$ cat src/rtl/rch_pkg.sv
package rch_pkg;

  localparam int unsigned MATRIX_ROWS    = 6;
  localparam int unsigned MATRIX_COLUMNS = 4;
  localparam int unsigned LATCH_SIDE     = 8;

  localparam int unsigned ROW_W     = 3;
  localparam int unsigned COL_W     = 3;
  localparam int unsigned NUM_POS   = MATRIX_ROWS * MATRIX_COLUMNS;
  localparam int unsigned POS_W     = (NUM_POS > 1) ? $clog2(NUM_POS) : 1;
  localparam int unsigned NUM_ADDR  = LATCH_SIDE * LATCH_SIDE;
  localparam int unsigned ADDR_W    = $clog2(NUM_ADDR);
  localparam int unsigned COUNT_W   = 8;

  localparam logic [COUNT_W-1:0] COUNT_MAX  = 8'hFF;
  localparam logic [ADDR_W-1:0]  SWEEP_LAST = ADDR_W'(NUM_ADDR - 1);

  typedef enum logic [1:0] {
    ACT_PRESS       = 2'd0,
    ACT_RELEASE     = 2'd1,
    ACT_RELEASE_ALL = 2'd2
  } action_e;

  // controller to datapath
  typedef struct packed {
    logic item_load;
    logic clear_all;
    logic sweep_step;
  } rch_cmd_t;

  // datapath to controller
  typedef struct packed {
    logic sweep_last;
  } rch_status_t;

endpackage

$ cat src/rtl/refcounted_crosspoint_hold_unit.sv
// crosspoint hold unit: one saturating hold count per matrix position
//
// input: a transaction is taken at a rising edge with start high and busy low;
// action_i, row_i and column_i are sampled at that edge
// output: each result is driven for one cycle with strobe_o high; the
// receiver cannot stall, so results must be taken as they appear
//
// press and release: one result in the cycle after the transaction, and a new
// transaction may be taken at every edge (one per cycle); the count update is
// a read-modify-write of a flip-flop count array, written at the accepting edge
// release all: clears all counts at once, then a 6-bit sweep counter emits
// 64 open commands, one per cycle, once the transaction is taken; busy is
// high while the sweep runs, so the next transaction can be taken only
// after busy has fallen at the end of the sweep
//
// reset: all hold counts zero, no result pending, busy low
module refcounted_crosspoint_hold_unit (
  input  logic                        clk_i,
  input  logic                        rst_ni,
  input  logic                        start,
  output logic                        busy,
  input  logic [1:0]                  action_i,
  input  logic [rch_pkg::ROW_W-1:0]   row_i,
  input  logic [rch_pkg::COL_W-1:0]   column_i,
  output logic                        strobe_o,
  output logic                        accepted_o,
  output logic                        write_valid_o,
  output logic [rch_pkg::ADDR_W-1:0]  switch_address_o,
  output logic                        close_o,
  output logic                        last_o
);
  import rch_pkg::*;

  rch_cmd_t    cmd;
  rch_status_t status;

  rch_ctrl u_ctrl (
    .clk_i    (clk_i),
    .rst_ni   (rst_ni),
    .start    (start),
    .action_i (action_i),
    .status_i (status),
    .cmd_o    (cmd),
    .busy     (busy)
  );

  rch_datapath u_datapath (
    .clk_i            (clk_i),
    .rst_ni           (rst_ni),
    .cmd_i            (cmd),
    .action_i         (action_i),
    .row_i            (row_i),
    .column_i         (column_i),
    .status_o         (status),
    .strobe_o         (strobe_o),
    .accepted_o       (accepted_o),
    .write_valid_o    (write_valid_o),
    .switch_address_o (switch_address_o),
    .close_o          (close_o),
    .last_o           (last_o)
  );

endmodule

$ cat src/rtl/rch_ctrl.sv
module rch_ctrl (
  input  logic                 clk_i,
  input  logic                 rst_ni,
  input  logic                 start,
  input  logic [1:0]           action_i,
  input  rch_pkg::rch_status_t status_i,
  output rch_pkg::rch_cmd_t    cmd_o,
  output logic                 busy
);
  import rch_pkg::*;

  typedef enum logic {
    ST_IDLE,
    ST_SWEEP
  } state_e;

  state_e state_q, state_d;
  logic   busy_q, busy_d;
  logic   accept;
  logic   is_release_all;

  assign accept         = start && !busy_q;
  assign is_release_all = (action_i == ACT_RELEASE_ALL);

  always_comb begin
    cmd_o.item_load  = accept;
    cmd_o.clear_all  = accept && is_release_all;
    cmd_o.sweep_step = (state_q == ST_SWEEP);
  end

  always_comb begin
    state_d = state_q;
    busy_d  = busy_q;
    case (state_q)
      ST_IDLE: begin
        if (accept && is_release_all) begin
          state_d = ST_SWEEP;
          busy_d  = 1'b1;
        end
      end
      ST_SWEEP: begin
        if (status_i.sweep_last) begin
          state_d = ST_IDLE;
          busy_d  = 1'b0;
        end
      end
      default: begin
        state_d = ST_IDLE;
        busy_d  = 1'b0;
      end
    endcase
  end

  always_ff @(posedge clk_i or negedge rst_ni) begin
    if (!rst_ni) begin
      state_q <= ST_IDLE;
      busy_q  <= 1'b0;
    end else begin
      state_q <= state_d;
      busy_q  <= busy_d;
    end
  end

  assign busy = busy_q;

  // busy flag tracks the sweep state
  assert property (@(posedge clk_i) disable iff (!rst_ni)
    busy_q == (state_q == ST_SWEEP))
    else $error("busy out of step with state");

  // sweep ends only after its last address
  assert property (@(posedge clk_i) disable iff (!rst_ni)
    $fell(busy_q) |-> $past(status_i.sweep_last))
    else $error("sweep ended early");

  // release all always starts a sweep
  assert property (@(posedge clk_i) disable iff (!rst_ni)
    cmd_o.clear_all |=> busy_q)
    else $error("release all did not start sweep");

endmodule

$ cat src/rtl/rch_datapath.sv
module rch_datapath (
  input  logic                         clk_i,
  input  logic                         rst_ni,
  input  rch_pkg::rch_cmd_t            cmd_i,
  input  logic [1:0]                   action_i,
  input  logic [rch_pkg::ROW_W-1:0]    row_i,
  input  logic [rch_pkg::COL_W-1:0]    column_i,
  output rch_pkg::rch_status_t         status_o,
  output logic                         strobe_o,
  output logic                         accepted_o,
  output logic                         write_valid_o,
  output logic [rch_pkg::ADDR_W-1:0]   switch_address_o,
  output logic                         close_o,
  output logic                         last_o
);
  import rch_pkg::*;

  logic [COUNT_W-1:0] counts_q [NUM_POS];
  logic [ADDR_W-1:0]  sweep_idx_q;

  logic                strobe_q;
  logic                accepted_q;
  logic                write_valid_q;
  logic [ADDR_W-1:0]   addr_q;
  logic                close_q;
  logic                last_q;

  logic                in_range;
  logic                is_press;
  logic                is_release;
  logic [POS_W-1:0]    pos;
  logic [ADDR_W-1:0]   item_addr;
  logic [COUNT_W-1:0]  cnt_rd;
  logic [COUNT_W-1:0]  cnt_new;
  logic                cnt_we;
  logic                item_accepted;
  logic                item_wv;
  logic                item_close;

  assign in_range   = ({1'b0, row_i} < (ROW_W + 1)'(MATRIX_ROWS)) &&
                      ({1'b0, column_i} < (COL_W + 1)'(MATRIX_COLUMNS));
  assign is_press   = (action_i == ACT_PRESS);
  assign is_release = (action_i == ACT_RELEASE);
  assign pos        = POS_W'(32'(row_i) * MATRIX_COLUMNS + 32'(column_i));
  assign item_addr  = ADDR_W'(32'(row_i) * LATCH_SIDE + 32'(column_i));
  assign cnt_rd     = in_range ? counts_q[pos] : '0;

  // per item read-modify-write of one count
  always_comb begin
    cnt_new       = cnt_rd;
    cnt_we        = 1'b0;
    item_accepted = 1'b0;
    item_wv       = 1'b0;
    item_close    = 1'b0;
    if (in_range && is_press) begin
      item_accepted = 1'b1;
      item_wv       = (cnt_rd == '0);
      item_close    = (cnt_rd == '0);
      cnt_we        = (cnt_rd != COUNT_MAX);
      cnt_new       = cnt_rd + COUNT_W'(1);
    end else if (in_range && is_release) begin
      item_accepted = 1'b1;
      cnt_we        = (cnt_rd != '0);
      cnt_new       = cnt_rd - COUNT_W'(1);
      item_wv       = (cnt_rd == COUNT_W'(1));
    end
  end

  always_ff @(posedge clk_i or negedge rst_ni) begin
    if (!rst_ni) begin
      for (int i = 0; i < NUM_POS; i++) begin
        counts_q[i] <= '0;
      end
    end else if (cmd_i.clear_all) begin
      for (int i = 0; i < NUM_POS; i++) begin
        counts_q[i] <= '0;
      end
    end else if (cmd_i.item_load && cnt_we) begin
      counts_q[pos] <= cnt_new;
    end
  end

  always_ff @(posedge clk_i or negedge rst_ni) begin
    if (!rst_ni) begin
      strobe_q    <= 1'b0;
      sweep_idx_q <= '0;
    end else begin
      strobe_q <= (cmd_i.item_load && !cmd_i.clear_all) || cmd_i.sweep_step;
      if (cmd_i.clear_all) begin
        sweep_idx_q <= '0;
      end else if (cmd_i.sweep_step) begin
        sweep_idx_q <= sweep_idx_q + ADDR_W'(1);
      end
    end
  end

  // result payload
  always_ff @(posedge clk_i) begin
    if (cmd_i.sweep_step) begin
      accepted_q    <= 1'b1;
      write_valid_q <= 1'b1;
      addr_q        <= sweep_idx_q;
      close_q       <= 1'b0;
      last_q        <= (sweep_idx_q == SWEEP_LAST);
    end else if (cmd_i.item_load) begin
      accepted_q    <= item_accepted;
      write_valid_q <= item_wv;
      addr_q        <= item_wv ? item_addr : '0;
      close_q       <= item_close;
      last_q        <= 1'b1;
    end
  end

  assign status_o.sweep_last = (sweep_idx_q == SWEEP_LAST);

  assign strobe_o         = strobe_q;
  assign accepted_o       = accepted_q;
  assign write_valid_o    = write_valid_q;
  assign switch_address_o = addr_q;
  assign close_o          = close_q;
  assign last_o           = last_q;

  // rejected transaction never carries a latch command
  assert property (@(posedge clk_i) disable iff (!rst_ni)
    strobe_q && !accepted_q |-> !write_valid_q && !close_q && last_q)
    else $error("rejected transaction with latch command");

  // final sweep step gives the last result
  assert property (@(posedge clk_i) disable iff (!rst_ni)
    cmd_i.sweep_step && status_o.sweep_last |=> strobe_q && last_q && !close_q)
    else $error("sweep end not marked last");

  // release all clears every count; checked on the first and last count
  assert property (@(posedge clk_i) disable iff (!rst_ni)
    cmd_i.clear_all |=> (counts_q[0] == '0) && (counts_q[NUM_POS-1] == '0))
    else $error("counts not cleared");

  // no item load while sweeping
  assert property (@(posedge clk_i) disable iff (!rst_ni)
    cmd_i.sweep_step |-> !cmd_i.item_load)
    else $error("item load during sweep");

endmodule

$ cat config.mk
export PLATFORM = sky130hd
export DESIGN_NAME = refcounted_crosspoint_hold_unit
export DESIGN_NICKNAME = d
export VERILOG_FILES = /design/src/rtl/rch_pkg.sv /design/src/rtl/refcounted_crosspoint_hold_unit.sv /design/src/rtl/rch_ctrl.sv /design/src/rtl/rch_datapath.sv
export SDC_FILE = /design/constraint.sdc
export NUM_CORES = 1
export LEC_CHECK = 0
export BUFFER_PORTS_ARGS = -buffer_cell sky130_fd_sc_hd__buf_2
export CAP_MARGIN = 20
export CORE_MARGIN = 1.5
export CORE_UTILIZATION = 60
export DETAILED_ROUTE_END_ITERATION = 6
export HOLD_SLACK_MARGIN = 0.02
export PLACE_DENSITY_LB_ADDON = 0.12
export SYNTH_ARGS = -nofsm -noshare
export SYNTH_HDL_FRONTEND = slang
export SYNTH_SLANG_ARGS = --single-unit
$ cat constraint.sdc
create_clock -name clk_i -period 4.8 [get_ports clk_i]
set_clock_uncertainty 0.15 [all_clocks]
set_input_delay 0.24 -clock clk_i [delete_from_list [all_inputs] [get_ports clk_i]]
set_output_delay 0.24 -clock clk_i [all_outputs]
set_load 0.01 [all_outputs]
; ---- After elaboration in Yosys (flattened, before gate mapping)
; Index checks and enable logic that the tools add are counted.
[word_totals]
reg_bits = 211
latchBits = 0
mem_bits_rw = 0
romBits = 0
inputBits = 11
elab_cells = 100
mem_count = 0
[op_classes]
addsub = 5
n_mul = 0
div = 0
n_lt_le_gt_ge = 4
eq_ne = 7
n_shift = 0
n_mux = 31
bitwise_logic = 2
reduce_logical = 18
[ops]
columns = op, count
row1 = two-way mux 192 bit, 2
row2 = bitwise mux 192 bit, 1
row3 = two-way mux 8 bit, 6
row4 = binary-select mux 8 bit (select 5 bit), 1
row5 = demux 8 bit (select 5 bit), 1
row6 = two-way mux 6 bit, 5
row7 = two-way mux 1 bit, 13
row8 = "adder 8 x 1 -> 8 bit, second input constant", 1
row9 = "== test 8 x 1 -> 1 bit, second input constant", 1
row10 = logical AND 1 bit, 8
row11 = zero test 8 bit, 1
row12 = "inequality test 8 bit, second input constant", 1
row13 = nonzero test 8 bit, 1
row14 = "subtractor 8 x 1 -> 8 bit, second input constant", 1
row15 = "adder 6 x 1 -> 6 bit, second input constant", 1
row16 = adder 6 x 3 -> 6 bit, 1
row17 = "== test 6 bit, second input constant", 1
row18 = "greater-or-equal comparator 6 bit, second input constant", 1
row19 = "< comparator 3 bit, second input constant", 2
row20 = "< comparator 6 x 1 -> 1 bit, second input constant", 1
row21 = NOT 5 -> 6 bit, 1
row22 = nonzero test 2 bit, 3
row23 = adder 5 x 3 -> 5 bit, 1
row24 = one-hot mux 1 bit (2 select lines), 2
row25 = 9 further kinds, 10

; ---- Depth between registers and ports, before layout
[logic_depth]
ltp_word = 12
mapped_depth = 18
depth_no_buf = 15

; ---- By module
; Synthesis repeated with hierarchy kept, for this count alone.
[hier_totals]
cells_unflattened = 988
area_unflattened_um2 = 11247.0
[by_module_without_submodules]
columns = module, n_inst, cells_per_inst, area_each_um2, seq_area_each_um2
row1 = rch_datapath, 1, 977, 11123.2, 5250.0
row2 = rch_ctrl, 1, 11, 123.9, 50.0

; ---- Least setup slack after synthesis
; Ideal clock, no wire load.
[synth_path]
path_kind = in2reg
from = input row_i[0] (netlist bit)
to = register u_datapath.counts_q[118] (netlist bit)
arrival_ns = 3.243
setup_slack_ns = 1.270
path_stages = 16
path_buffers = 2
path_cell_list = ha_1 ha_1 nand2b_1 nor2_1 buf_2 a22oi_1 and3_1 nand2b_1 inv_1 ha_1 o31ai_1 nor4_1 a31oi_1 xnor2_1 clkbuf_1 mux2i_1
[synth_between]
elab_chain_len = 12
elab_cells_between_ends = 28
classes_between = 3 x add/sub / 3 x order compare / 1 x eq/ne / 13 x mux / 1 x bitwise / 7 x reduce/logical
[synth_rtl]
columns = element, line_no
row1 = start: declaration, refcounted_crosspoint_hold_unit.sv:23  ; input logic [rch_pkg::ROW_W-1:0] row_i,
row2 = adder 5 x 3 -> 5 bit, rch_datapath.sv:44  ; assign pos = POS_W'(32'(row_i) * MATRIX_COLUMNS + 32'(column_i));
row3 = NOT 5 -> 6 bit (implied by the code), "rch_datapath.sv:46, rch_datapath.sv:79"
row4 = binary-select mux 8 bit (select 5 bit), rch_datapath.sv:46  ; assign cnt_rd = in_range ? counts_q[pos] : '0;
row5 = two-way mux 8 bit (implied by the code) (2 in a row), rch_datapath.sv:46
row6 = two-way mux 8 bit, rch_datapath.sv:46
row7 = subtractor 8 x 1 -> 8 bit, rch_datapath.sv:64  ; cnt_new = cnt_rd - COUNT_W'(1);
row8 = two-way mux 8 bit, rch_datapath.sv:61  ; end else if (in_range && is_release) begin
row9 = two-way mux 8 bit, rch_datapath.sv:55  ; if (in_range && is_press) begin
row10 = bitwise mux 192 bit, rch_datapath.sv:79  ; counts_q[pos] <= cnt_new;
row11 = two-way mux 192 bit, rch_datapath.sv:78  ; end else if (cmd_i.item_load && cnt_we) begin
row12 = two-way mux 192 bit, rch_datapath.sv:74  ; end else if (cmd_i.clear_all) begin
row13 = end signal: indexed assignment, rch_datapath.sv:79
row14 = end: declaration, rch_datapath.sv:18  ; logic [COUNT_W-1:0] counts_q [NUM_POS];
; Several ways; a longest one is shown, not always the timed one. The select of a mux whose other input is x is not followed.
; A chain may end at the register's enable or synchronous reset.

; ---- Worst setup path in the final report
[layout_path]
from = input row_i[0] (netlist bit)
to = register u_datapath.counts_q[70] (netlist bit)
; Same word-level chain as after synthesis.

==> qor.csv <==
stage;metric;value;unit
status;outcome;finished clean;
floorplanning;Initial Util;0.614;
grt;pin count of the biggest net entering global routing;104;
placement;Placed Cells;1123;
grt;first-pass GRT wire length;42500;um
grt;vias in the first global route;7571;
yosys;post-synthesis register bit count;211;
placement;Placer Congestion;0.950;
floorplanning;Rows;48;
cells_and_area;post-layout util;0.674;
critical_path;R2R Setup Slk;1.13;ns
timing;worst hold slack;0.0566;ns
critical_path;CP delay by family, top;simple AND/OR/NAND/NOR gates;
worst_hold_path;worst min-delay path class;in2reg;
yosys;EDFF count, synth;7;
timing;Worst Tran Pin Value;1.09;ns
critical_path;critical path required time;5.01;ns
pwr;Pleak;0.00576;uW
critical_path;slowest cell delay on critical path;0.78;ns
cells_and_area;n_diodes;0;
critical_path;Critical Path Most Common Cell;ha_1;
floorplanning;die height;136;um
timing;final hold violation count;0;
route;Starting DRT DRC Count;787;
route;total number of vias;7633;
flow_run;Max-Cap Viols;0;
critical_path;CP Buf/Inv Count;3;
route;WL final;27000;um
clocking;H-tree level count;1;
worst_hold_path;worst hold start;start;
timing;setup TNS;0;ns
cells_and_area;commonest non-fill, non-tap cell in the layout;dfrtp_1;
yosys;async set or reset register ratio after synthesis;0.953;
cells_and_area;Post-Layout Cell Count;1164;
timing;fmax;250;MHz
critical_path;worst-path cell chain;buf_2, ha_1, ha_1, xnor2_1, and3_1, buf_4, a22oi_1, and3_1, nor2_1, ha_1, o31ai_1, nor4_1, a31oi_1, xnor2_2, buf_4, mux2i_1;
critical_path;Startpoint Class;input port;
cells_and_area;most frequent cells in the layout;dfrtp_1, nand2_1, mux2i_1;
yosys;Mapped Nets;940;
timing;Slew Limit Fails;0;
yosys;Synth cell types;53;
clocking;CTS sink count;211;
critical_path;kind of critical path;in2reg;
critical_path;Worst R2R Start;u_datapath.counts_q[65];
clocking;TritonCTS Buffers;23;
yosys;Cells after Synth;922;
critical_path;WP data arrival;4.21;ns
cells_and_area;Layout area overhead;9.70;%
timing;fin crit share;0.833;
critical_path;Crit Path Max Fanout;17;
placement;IO buf count;22;
pwr;total power divided by cell area;315;mW/mm2
floorplanning;# IOs;23;
route;Pre-antenna DRT Iters;5;
route;Via density;6.56;
clocking;Clock Latency Late Sink;0.50;ns
critical_path;reg2reg path depth;12;
route;routed wirelength normalized by instance count;23.2;um
clocking;CTS Buffer Depth;3;
critical_path;WP depth;16;
critical_path;critical path capture point;u_datapath.counts_q[70];
yosys;register area share after synthesis;0.499;
timing;# setup viols final;0;
floorplanning;Core Area;0.0173;mm2
yosys;top_reg_cell synth;dfrtp_1;
clocking;Worst-path clk slew;0.06;ns
critical_path;Crit-path slowest cell;xnor2_2;
pwr;worst-case vdd ir drop;0.339;mV
floorplanning;die footprint;0.0185;mm2
cells_and_area;Total Nets Final;943;
critical_path;crit path from;row_i[0];
yosys;synthesized area;0.0106;mm2
placement;hpwl dp;17400;um
timing;Max-slew headroom;0.274;
yosys;Syn. warnings;0;
critical_path;RR Endpoint;u_datapath.counts_q[136];
route;DRC violations left;0;
grt;initial antenna violation count;0;
timing;RSZ-0062 raised after global routing;no;
critical_path;CP Capture Type;register;
clocking;CTS root buf;clkbuf_16;
route;Final ANT Viol Nets;0;
cells_and_area;share of layout cells above drive strength 1;0.176;
timing;Final Critical Period;4.00;ns
clocking;CTS tree;yes;
grt;global-route usage over all layers;0.304;
yosys;synthesized area per cell;11.5;um2
grt;grt total ovfl;0;
floorplanning;Die Wd;136;um
==> synthesized netlist by cell type, types with 6 or more instances <==
cell	count	share of area
dfrtp_1	201	0.47
nand2_1	142	0.050
mux2i_1	114	0.11
nand3_1	93	0.044
o21ai_0	88	0.041
mux4_2	48	0.10
clkbuf_1	35	0.012
buf_2	22	0.010
nor2_1	20	0.0071
a22oi_1	15	0.011
a22o_1	9	0.0074
a21oi_1	8	0.0038
buf_6	8	0.0085
edfxtp_1	7	0.020
ha_1	7	0.0082
nand2b_1	7	0.0041
xor2_1	7	0.0058
nor3_1	6	0.0028
xnor2_1	6	0.0049
==> report_power, final <==
part           switching (uW)  internal (uW)  total, uW
Clock                     685           1010       1690
Sequential               2.55           1790       1790
Combinational             131           56.0        188
Total                     819           2850       3670
==> kinds of logic (layout without fill, tap and decap cells) <==
family / after synthesis / after routing / synth area share
muxes: 162 / 162 / 0.209
DFF: 211 / 211 / 0.499
and+or+nand+nor: 316 / 316 / 0.155
xor gates and xnor gates: 14 / 14 / 0.0122
adders and majority gates: 7 / 7 / 0.00824
AOI/OAI and AO/OA: 134 / 134 / 0.0741
buffers and inverters: 78 / 95 / 0.0425
==> worst register-to-register path: cells and delay by family, from the launching register on <==
family / cells / cell delay, ns
buffers and inverters: 2 / 0.33
and+or+nand+nor: 6 / 1.55
DFF: 1 / 0.38
muxes: 1 / 0.52
AOI/OAI and AO/OA: 2 / 0.37
adders and majority gates: 1 / 0.20
==> area by class of cell <==
cell class                 count  area [um2]
clock buffer                  33         663
clock inverter                 6        61.3
fill                        1268        5640
inverter                       3        11.3
multi-input combinational    633        4920
sequential                   211        5300
tap                          225         282
timing repair buffer          53         422
==> worst min path at each step <==
| stage | to | slack, ns | cells past startpoint |
|---|---|---|---|
| after floorplan | u_ctrl.busy | -0.21 | 0 |
| after global placement | u_datapath.sweep_idx_q[3] | 0.22 | 1 |
| after detailed placement | u_datapath.sweep_idx_q[4] | 0.23 | 1 |
| after CTS | u_datapath.switch_address_o[4] | 0.04 | 3 |
| after global routing | u_datapath.switch_address_o[3] | 0.08 | 3 |
| final | u_datapath.close_o | 0.06 | 4 |
==> per-layer routing <==
layer  share of wire  vias up  track usage
met5               0        -            0
met4           0.037        0        0.121
met3           0.067       64       0.0593
met2            0.48      297        0.479
met1            0.41     3931        0.418
li1                -     3341            -
==> stage by stage <==
stage / power [uW] / setup WS, ns / instance area [um2]
after global placement: 2010 / 0.564 / 10900
after global routing: 3790 / 0.546 / 11700
after CTS: 3690 / 0.898 / 11700
after detailed placement: 2010 / 0.375 / 10900
final: 3670 / 0.800 / 11700
after floorplan: 1930 / 1.27 / 10600
==> sequential cells by signal, indices dropped and copies added, names as in the netlist <==
register	cells
u_datapath.counts_q	192
u_datapath.sweep_idx_q	6
u_datapath.switch_address_o	6
u_ctrl.busy	1
u_ctrl.state_q	1
u_datapath.accepted_o	1
u_datapath.close_o	1
u_datapath.last_o	1
u_datapath.strobe_o	1
u_datapath.write_valid_o	1
==> timing repair <==
action | CTS | global route
buffers inserted | 0 | 0
endpoints found under the hold margin | 100 | 0
resized for setup | 0 | 0
hold buffers | 2 | 0
Note: power is estimated with default switching activity, not from simulation.
